--- config.mk ---
export PLATFORM = sky130hd
export DESIGN_NAME = insertion_sort_with_index_top
export DESIGN_NICKNAME = d
export VERILOG_FILES = /design/src/hw/rtl/iswi_pkg.sv /design/src/hw/rtl/iswi_ram.sv /design/src/hw/rtl/iswi_ctrl.sv /design/src/hw/rtl/iswi_dp.sv /design/src/hw/rtl/insertion_sort_with_index_top.sv
export SDC_FILE = /design/constraint.sdc
export NUM_CORES = 2
export LEC_CHECK = 0
export BUFFER_PORTS_ARGS = -buffer_cell sky130_fd_sc_hd__buf_2
export CORE_UTILIZATION = 56
export DETAILED_ROUTE_END_ITERATION = 8
export PLACE_DENSITY = 0.75
export SLEW_MARGIN = 10
export SYNTH_ARGS = -nofsm -noshare
export SYNTH_HDL_FRONTEND = slang
export SYNTH_SLANG_ARGS = --single-unit
--- constraint.sdc ---
create_clock -name clk -period 4.08 [get_ports clk]
set_input_delay 0.408 -clock clk [delete_from_list [all_inputs] [get_ports clk]]
set_output_delay 0.408 -clock clk [all_outputs]
set_load 0.01 [all_outputs]
--- src/hw/rtl/iswi_pkg.sv ---
`default_nettype none

package iswi_pkg;

  localparam int unsigned KEY_W = 32;
  localparam int unsigned SRC_W = 6;

  typedef enum logic [4:0] {
    ST_IDLE  = 5'b00001,
    ST_SHIFT = 5'b00010,
    ST_PLACE = 5'b00100,
    ST_EMIT  = 5'b01000,
    ST_DONE  = 5'b10000
  } state_t;

  typedef struct packed {
    logic load;
    logic ovf;
    logic shift;
    logic place;
    logic emit;
    logic finish;
  } cmd_t;

  typedef struct packed {
    logic full;
    logic empty;
    logic less;
    logic j_one;
    logic last_held;
    logic emit_last;
  } sts_t;

endpackage

`default_nettype wire

--- src/hw/rtl/iswi_ram.sv ---
`default_nettype none

module iswi_ram #(
  parameter int unsigned WIDTH = 8,
  parameter int unsigned DEPTH = 16
) (
  input  wire logic                     clk,
  input  wire logic                     we,
  input  wire logic [$clog2(DEPTH)-1:0] waddr,
  input  wire logic [WIDTH-1:0]         wdata,
  input  wire logic [$clog2(DEPTH)-1:0] raddr,
  output logic      [WIDTH-1:0]         rdata
);

  logic [WIDTH-1:0] mem [DEPTH];

  always_ff @(posedge clk) begin
    if (we) begin
      mem[waddr] <= wdata;
    end
    rdata <= mem[raddr];
  end

endmodule

`default_nettype wire

--- src/hw/rtl/iswi_ctrl.sv ---
`default_nettype none

module iswi_ctrl
  import iswi_pkg::*;
(
  input  wire logic clk,
  input  wire logic rst,
  input  wire logic start,
  input  wire logic last_key,
  input  wire sts_t sts,
  output cmd_t      cmd,
  output logic      busy
);

  state_t state, state_next;
  logic   accept;

  assign busy   = (state != ST_IDLE);
  assign accept = start && (state == ST_IDLE);

  always_comb begin
    state_next = state;
    cmd        = '0;
    case (state)
      ST_IDLE: begin
        if (accept) begin
          if (sts.full) begin
            cmd.ovf = 1'b1;
            if (last_key) begin
              state_next = ST_EMIT;
            end
          end else begin
            cmd.load = 1'b1;
            state_next = sts.empty ? ST_PLACE : ST_SHIFT;
          end
        end
      end
      ST_SHIFT: begin
        if (sts.less) begin
          cmd.shift = 1'b1;
          if (sts.j_one) begin
            state_next = ST_PLACE;
          end
        end else begin
          state_next = ST_PLACE;
        end
      end
      ST_PLACE: begin
        cmd.place  = 1'b1;
        state_next = sts.last_held ? ST_EMIT : ST_IDLE;
      end
      ST_EMIT: begin
        cmd.emit = 1'b1;
        if (sts.emit_last) begin
          state_next = ST_DONE;
        end
      end
      ST_DONE: begin
        cmd.finish = 1'b1;
        state_next = ST_IDLE;
      end
      default: begin
        state_next = ST_IDLE;
      end
    endcase
  end

  always_ff @(posedge clk) begin
    if (rst) begin
      state <= ST_IDLE;
    end else begin
      state <= state_next;
    end
  end

endmodule

`default_nettype wire

--- src/hw/rtl/iswi_dp.sv ---
`default_nettype none

module iswi_dp
  import iswi_pkg::*;
#(
  parameter int unsigned SIZE = 32
) (
  input  wire logic                    clk,
  input  wire logic                    rst,
  input  wire cmd_t                    cmd,
  input  wire logic signed [KEY_W-1:0] key,
  input  wire logic                    last_key,
  output sts_t                         sts,
  output logic                         strobe,
  output logic signed [KEY_W-1:0]      sorted_key,
  output logic        [SRC_W-1:0]      source_index,
  output logic                         last_out,
  output logic                         overflowed
);

  localparam int unsigned AW = $clog2(SIZE);
  localparam int unsigned CW = $clog2(SIZE + 1);
  localparam int unsigned DW = KEY_W + AW;

  logic [CW-1:0]    count;
  logic [CW-1:0]    cnt_m1;
  logic             ovf;
  logic [AW-1:0]    j;
  logic [AW-1:0]    e;
  logic [KEY_W-1:0] keyr;
  logic             lastr;

  logic             we;
  logic [AW-1:0]    waddr;
  logic [DW-1:0]    wdata;
  logic [AW-1:0]    raddr;
  logic [DW-1:0]    rdata;

  iswi_ram #(
    .WIDTH(DW),
    .DEPTH(SIZE)
  ) u_store (
    .clk  (clk),
    .we   (we),
    .waddr(waddr),
    .wdata(wdata),
    .raddr(raddr),
    .rdata(rdata)
  );

  assign cnt_m1 = count - CW'(1);

  always_comb begin
    if (cmd.shift) begin
      raddr = j - AW'(2);
    end else if (cmd.emit) begin
      raddr = e;
    end else begin
      raddr = cnt_m1[AW-1:0];
    end
  end

  assign we    = cmd.shift | cmd.place;
  assign waddr = j;
  assign wdata = cmd.shift ? rdata : {count[AW-1:0], keyr};

  assign sts.full      = (count == CW'(SIZE));
  assign sts.empty     = (count == '0);
  assign sts.less      = $signed(keyr) < $signed(rdata[KEY_W-1:0]);
  assign sts.j_one     = (j == AW'(1));
  assign sts.last_held = lastr;
  assign sts.emit_last = (CW'(e) == cnt_m1);

  assign sorted_key   = rdata[KEY_W-1:0];
  assign source_index = SRC_W'(rdata[DW-1:KEY_W]);

  always_ff @(posedge clk) begin
    if (rst) begin
      count    <= '0;
      ovf      <= 1'b0;
      e        <= '0;
      lastr    <= 1'b0;
      strobe   <= 1'b0;
      last_out <= 1'b0;
    end else begin
      strobe   <= cmd.emit;
      last_out <= cmd.emit & sts.emit_last;
      if (cmd.load) begin
        lastr <= last_key;
      end
      if (cmd.emit) begin
        e <= e + AW'(1);
      end
      if (cmd.ovf) begin
        ovf <= 1'b1;
      end
      if (cmd.place) begin
        count <= count + CW'(1);
      end
      if (cmd.finish) begin
        count <= '0;
        ovf   <= 1'b0;
        e     <= '0;
      end
    end
  end

  always_ff @(posedge clk) begin
    if (cmd.load) begin
      keyr <= key;
      j    <= count[AW-1:0];
    end else if (cmd.shift) begin
      j <= j - AW'(1);
    end
    if (cmd.emit) begin
      overflowed <= ovf;
    end
  end

endmodule

`default_nettype wire

--- src/hw/rtl/insertion_sort_with_index_top.sv ---
`default_nettype none

// Channel   Handshake       Beat fields
// input     start / busy    key, last_key
// result    strobe          sorted_key, source_index, last_out, overflowed
//
// Each key is inserted in order on arrival: after the key is accepted, stored
// entries are compared from the top down and shifted up while the key is smaller
// (one read and one write of the store RAM per cycle), then the key is written.
// A key that arrives with the store full is dropped.
// A last_key beat then emits its n results back to back, one RAM read each,
// and busy stays high until the last result is out. No clearing pass
// follows reset. The receiver cannot stall results.

module insertion_sort_with_index_top
  import iswi_pkg::*;
#(
  parameter int unsigned SIZE = 32
) (
  input  wire logic                    clk,
  input  wire logic                    rst,
  input  wire logic                    start,
  output logic                         busy,
  input  wire logic signed [KEY_W-1:0] key,
  input  wire logic                    last_key,
  output logic                         strobe,
  output logic signed [KEY_W-1:0]      sorted_key,
  output logic        [SRC_W-1:0]      source_index,
  output logic                         last_out,
  output logic                         overflowed
);

  cmd_t cmd;
  sts_t sts;

  iswi_ctrl u_ctrl (
    .clk     (clk),
    .rst     (rst),
    .start   (start),
    .last_key(last_key),
    .sts     (sts),
    .cmd     (cmd),
    .busy    (busy)
  );

  iswi_dp #(
    .SIZE(SIZE)
  ) u_dp (
    .clk         (clk),
    .rst         (rst),
    .cmd         (cmd),
    .key         (key),
    .last_key    (last_key),
    .sts         (sts),
    .strobe      (strobe),
    .sorted_key  (sorted_key),
    .source_index(source_index),
    .last_out    (last_out),
    .overflowed  (overflowed)
  );

  a_strobe_busy: assert property (@(posedge clk) disable iff (rst)
    strobe |-> busy)
    else $error("result beat outside a busy period");

  a_last_strobe: assert property (@(posedge clk) disable iff (rst)
    last_out |-> strobe)
    else $error("last_out without a result beat");

  a_burst: assert property (@(posedge clk) disable iff (rst)
    (strobe && !last_out) |=> strobe)
    else $error("gap inside a result burst");

  a_burst_end: assert property (@(posedge clk) disable iff (rst)
    last_out |=> !strobe)
    else $error("result beat after the last of a run");

endmodule

`default_nettype wire

# Word-level counts from Yosys, hierarchy flattened
# Memory sizes are Yosys's and may differ from the RTL's. A register that Yosys moved wholly into a read port is not among the register bits.
# Index checks and enable logic that the tools add are counted.
totals:
  register_bits: 58
  ram_bits: 1184
  in_bits: 36
  out_inout_bits: 42
  elab_cells: 62
  memories: 1
memory_table:
  columns: ["name", "depth", "word_bits", "rd", "rd_clocked_by_memory_dff", "write_ports", "line", "source"]
  rows:
  - ["u_dp.u_store.mem", 32, 37, 1, 1, 1, "iswi_ram.sv:15", "logic [WIDTH-1:0] mem [DEPTH];"]
op_classes:
  n_addsub: 5
  magnitude_cmp: 1
  eq_ne: 13
  muxes: 25
  bitwise: 2
  n_reduce_logical: 5
ops:
  columns: ["op", "n"]
  rows:
  - ["two-way mux 5 bit", 10]
  - ["two-way mux 37 bit", 1]
  - ["less-than comparator 32 bit", 1]
  - ["one-hot mux 5 bit (4 select lines)", 1]
  - ["equality test 5 x 1 -> 1 bit, second input constant", 2]
  - ["two-way mux 1 bit", 9]
  - ["adder 6 x 1 -> 6 bit, second input constant", 1]
  - ["equality test 5 x 6 -> 1 bit", 1]
  - ["equality test 6 bit, second input constant", 1]
  - ["zero test 6 bit", 1]
  - ["!= test 3 bit, second input constant", 2]
  - ["subtractor 6 x 1 -> 6 bit, second input constant", 1]
  - ["adder 5 x 1 -> 5 bit, second input constant", 1]
  - ["equality test 5 x 2 -> 1 bit, second input constant", 1]
  - ["equality test 5 x 3 -> 1 bit, second input constant", 1]
  - ["equality test 5 x 4 -> 1 bit, second input constant", 1]
  - ["equality test 5 bit, second input constant", 1]
  - ["!= test 5 x 1 -> 1 bit, second input constant", 1]
  - ["subtractor 5 x 1 -> 5 bit, second input constant", 1]
  - ["subtractor 5 x 2 -> 5 bit, second input constant", 1]
  - ["two-way mux 2 bit", 2]
  - ["two-way mux 4 bit", 1]
  - ["!= test 2 x 1 -> 1 bit, second input constant", 2]
  - ["AND reduction 4 bit", 1]
  - ["other kinds (6)", 6]

# Logic depth before layout (Yosys ltp)
logic_depth:
  depth_word: 6
  ltp_mapped: 16
  depth_no_buf: 12

# Hierarchy
# Synthesis repeated with hierarchy kept, for this count alone.
unflattened:
  cells_unflattened: 2969
  area_unflattened_um2: 50611.0
modules_own_cells:
  columns: ["module", "instances", "cells_per_inst", "area_per_inst_um2", "seq_area_each_um2"]
  rows:
  - ["iswi_ram", 1, 2605, 46837.4, 36294.8]
  - ["iswi_dp", 1, 327, 3432.0, 1441.4]
  - ["iswi_ctrl", 1, 37, 341.6, 100.1]

# Least setup slack after synthesis
# Ideal clock, no wire load.
synth_path:
  kind: "register to register"
  startpoint: "reg u_dp.u_store.rdata[17], read port of u_dp.u_store.mem"
  endpoint: "mem u_dp.u_store.mem[26][0] (netlist name), enable pin"
  setup_ps: 431
  t_arrival_ps: 4158
  required_time_ps: 3649
  path_slack_ps: -510
  stages_incl_launch_ff: 14
  n_path_buf: 3
  period_less_slack_ps: 4590
  cell_sequence: "dfxtp_1 inv_1 ha_1 a21o_1 a221o_1 a221oi_2 nand3_1 o21bai_1 buf_6 buf_6 buf_4 or2_2 nand2_1 nor2_1"
synth_via:
  elab_chain_cells: 6
synth_lines:
  columns: ["element", "line", "source"]
  rows:
  - ["start, declared", "iswi_ram.sv:12", "output logic [WIDTH-1:0] rdata"]
  - ["less-than comparator 32 bit", "iswi_dp.sv:69", "assign sts.less = $signed(keyr) < $signed(rdata[KEY_W-1:0]);"]
  - ["two-way mux 1 bit", "iswi_ctrl.sv:39", "if (sts.less) begin"]
  - ["two-way mux 1 bit", "iswi_ctrl.sv:24", "case (state)"]
  - ["OR 1 bit", "iswi_dp.sv:63", "assign we = cmd.shift | cmd.place;"]
  - ["two-way mux 1 bit", "iswi_ram.sv:18", "if (we) begin"]
  - ["two-way mux 1 bit (not written as such)", "iswi_ram.sv:19", "mem[waddr] <= wdata;"]
  - ["end, declared", "iswi_ram.sv:15", null]
# Every way passes these cells.

# Worst setup path in the final report
layout_path:
  startpoint: "reg u_dp.keyr[31]"
  endpoint: "reg u_dp.u_store.rdata[23], read port of u_dp.u_store.mem"
layout_via:
  elab_chain_cells: 4
layout_lines:
  columns: ["element", "line", "source"]
  rows:
  - ["start, declared", "iswi_dp.sv:30", "logic [KEY_W-1:0] keyr;"]
  - ["start signal, assigned", "iswi_dp.sv:110", "keyr <= key;"]
  - ["less-than comparator 32 bit", "iswi_dp.sv:69", null]
  - ["two-way mux 1 bit", "iswi_ctrl.sv:39", null]
  - ["two-way mux 1 bit", "iswi_ctrl.sv:24", null]
  - ["two-way mux 5 bit", "iswi_dp.sv:54", "if (cmd.shift) begin"]
# Every way passes these cells.
# A chain may end at the register's enable or synchronous reset.

==> metrics.md <==
| Metric | Value |
|---|---|
| Outcome | finished, violations left |
| Failing checks | negative setup slack |
| I/O Pins | 78 |
| Starting Density | 0.565 |
| Hold_ws | 0.399 ns |
| Synth top cells by count | edfxtp_1 (1222), nor2_1 (358), nand2_1 (334), mux2i_1 (302), o21ai_0 (151) |
| Area Overhead vs Synth | 24.2% |
| Die H | 303 µm |
| Final Max Tran Viols | 0 |
| CTS tree | yes |
| Post-route cell area | 63200 µm² |
| CTS root buffer | clkbuf_16 |
| Antenna violations before repair | 1 |
| Post-DP HPWL | 84.2 mm |
| Clock sinks | 1279 |
| Sw frac | 0.293 |
| Min Tclk post-route | 4.28 ns |
| Reg2reg start | u_dp.keyr[31]$_DFFE_PP_ |
| Ys flop type | edfxtp_1 |
| Area share of the largest cell type after synthesis | 0.721 |
| Total power | 36.1 mW |
| Die X | 303 µm |
| Max_cap viols | 0 |
| Critical path launch point | u_dp.keyr[31]$_DFFE_PP_ |
| Worst endpoint required time | 4.70 ns |
| Placed cell area | 57200 µm² |
| Largest net degree at the start of global routing | 46 |
| Pre-CTS setup slack | -0.329 ns |
| DRT antenna net count | 0 |
| Synth cell types | 58 |
| GP Congestion | 0.899 |
| Switch Pwr | 10.6 mW |
| Crit path kind | reg2reg |
| Mapped cell area | 50900 µm² |
| Final hold viol count | 0 |
| Hold Crit Class | in2reg |
| Via count | 33600 |
| PortBufs | 76 |
| Async S/R FF share, synth | 0 |
| Post-Syn Area per Cell | 15.2 µm² |
| Residual DRC count | 0 |
| Relative slew slack | 0.457 |
| Number of nets at the end of the flow | 3859 |
| FMAX | 0.233 GHz |
| Tot GR Track Use | 0.304 |
| Crit path arrival time | 4.91 ns |
| P_int | 25.5 mW |
| Core Box Area | 90000 µm² |
| WL/cell | 29.2 µm |
| Post-synth top area cell | edfxtp_1 |
| CP Launch Type | flip-flop |
| Utilization after layout | 0.702 |
| Post-synth EDFFs | 1222 |
| Comb power frac | 0.244 |
| Number of global-route vias before repair | 32100 |
| Clock Skews | 0.0310 ns |
| Reg clk slew, reported paths | 0.06 ns |
| GRT overflow | 0 |
| Final setup vio count | 35 |
| RSZ-0062 raised after global routing | yes |
| Rows | 110 |
| Syn_nets | 3413 |
| Static Leak | 21.4 nW |
| Worst-case clock buffer depth | 3 |
| CP max FO | 16 |
| Synth Instances | 3336 |
| Starting DRC count in detailed routing | 4852 |
| Die ar. | 92000 µm² |
| CTS buffer count | 117 |
| Most common cell in the netlist | edfxtp_1 |
| Sequential share of the synthesized area | 0.744 |
| Tcrit/Tclk final | 1.05 |
| Drt total wl | 148 mm |
| PwrDens | 572 nW/µm² |
| Max IR drop VDD | 0.630 mV |
| Vias/cell | 6.63 |
| First-pass GRT wire length | 203 mm |
| Worst-skew pair later-pin latency | 0.72 ns |
| Ys Warns | 0 |
| Final worst slack | -0.204 ns |
| Endpoint class of the critical path | flip-flop |
| Slew @ Worst Pin | 0.805 ns |
| Synth area leaders | edfxtp_1 (72%), mux2i_1 (5.9%), nor2_1 (2.6%) |
| Reg power frac | 0.447 |
| Htree depth | 3 |
| Layout cells sized above 1 | 0.223 |
| FF+latch count, synth | 1279 |
| Clock Power Share | 0.309 |
| Min-delay src | key[25] |
| Drt pass-1 iters | 5 |
[cells in the final DEF (no fill, tap or decap), types with 25 or more instances in the layout]
master	count
inv_1	40
nor2_4	40
dlygate4sd3_1	36
buf_12	185
a41oi_1	25
nand2_1	334
dfxtp_1	53
o21ai_0	137
mux2_2	37
ha_1	37
edfxtp_1	1222
nand4_1	87
o221ai_1	135
clkbuf_16	130
buf_4	183
mux2i_4	30
nor2_1	324
clkbuf_1	25
mux2i_1	254
a32oi_1	141
clkinv_1	28
buf_2	76
[routing by layer]
| metal | GRT usage | wire length (µm) | vias up |
|---|---|---|---|
| li1 | - | - | 14000 |
| met1 | 0.394 | 51900 | 16500 |
| met2 | 0.500 | 70900 | 2562 |
| met3 | 0.0544 | 16600 | 528 |
| met4 | 0.145 | 8520 | 0 |
| met5 | 0 | 0 | - |
[power by group through the flow]
stage / clock (mW) / combinational, mW / sequential, mW
after floorplan: 0 / 3.85 / 16.3
after global placement: 0 / 7.39 / 16.4
after detailed placement: 0 / 7.58 / 16.4
after CTS: 11.2 / 7.89 / 16.1
after global routing: 11.7 / 9.19 / 16.2
final: 11.2 / 8.80 / 16.1
[cell families after synthesis]
group,count (synthesis),share of synthesized area
fa+ha+maj,41,0.0101
xor+xnor,22,0.00379
buf+inv,243,0.0217
mux,344,0.0695
other cells,1,0.0000737
flops,1279,0.744
simple gates,863,0.0713
compound gates,543,0.0796
[critical path, stage by stage (launching register included)]
cell	delay (ns)
edfxtp_1	0.43
ha_4	0.31
nand4_1	0.33
nor4_2	0.38
buf_4	0.18
nand4_1	0.24
buf_6	0.24
a21oi_4	0.11
buf_6	0.16
o21bai_4	0.15
mux2i_4	0.25
buf_6	0.15
buf_16	0.21
buf_16	0.17
nand2_1	0.08
a32oi_2	0.24
nand4_1	0.27
nor3_2	0.27
[final timing paths]
check	cells after the start	to	slack, ns
max	17	u_dp.u_store.rdata[23]$_DFF_P_	-0.20
min	2	u_dp.keyr[25]$_DFFE_PP_	0.40
max reg2reg	17	u_dp.u_store.rdata[23]$_DFF_P_	-0.20
min reg2reg	0	u_dp.overflowed$_DFFE_PP_	0.44
[state kept, by name (all words and copies together) (netlist names)]
signal	count
u_dp.keyr	32
u_dp.u_store.rdata	37
u_dp.j	5
u_dp.overflowed	1
u_dp.strobe	1
u_ctrl.state	5
u_dp.count	6
u_dp.e	5
u_dp.last_out	1
u_dp.ovf	1
u_dp.u_store.mem	1184
u_dp.lastr	1
[stage by stage]
stage | TNS, ns | std cells
2_1_floorplan | -608.28 | 3336
3_3_place_gp | -0.723 | 4752
3_5_place_dp | -4.66 | 4752
4_1_cts | -0.0203 | 5025
5_1_grt | -4.98 | 5059
6_report | -4.10 | 5060
[repair_timing]
action / CTS / global route
pin swaps: 13 / 45
gates cloned: 4 / 13
endpoints found under the hold margin: 40 / 0
endpoints found under the setup margin: 127 / 37
hold buffers: 36 / 0
gates resized for setup: 23 / 169
setup buffers: 13 / 23
[final cells by class]
| class | count | area, µm² |
|---|---|---|
| sequential | 1279 | 37800 |
| fill | 5377 | 26800 |
| timing repair buffer | 527 | 6730 |
| clock inverter | 73 | 821 |
| tap | 1176 | 1470 |
| inverter | 42 | 158 |
| antenna | 1 | 2.50 |
| clock buffer | 147 | 3090 |
| multi-input combinational | 1815 | 13100 |
Power figures use the tool's default switching activity.
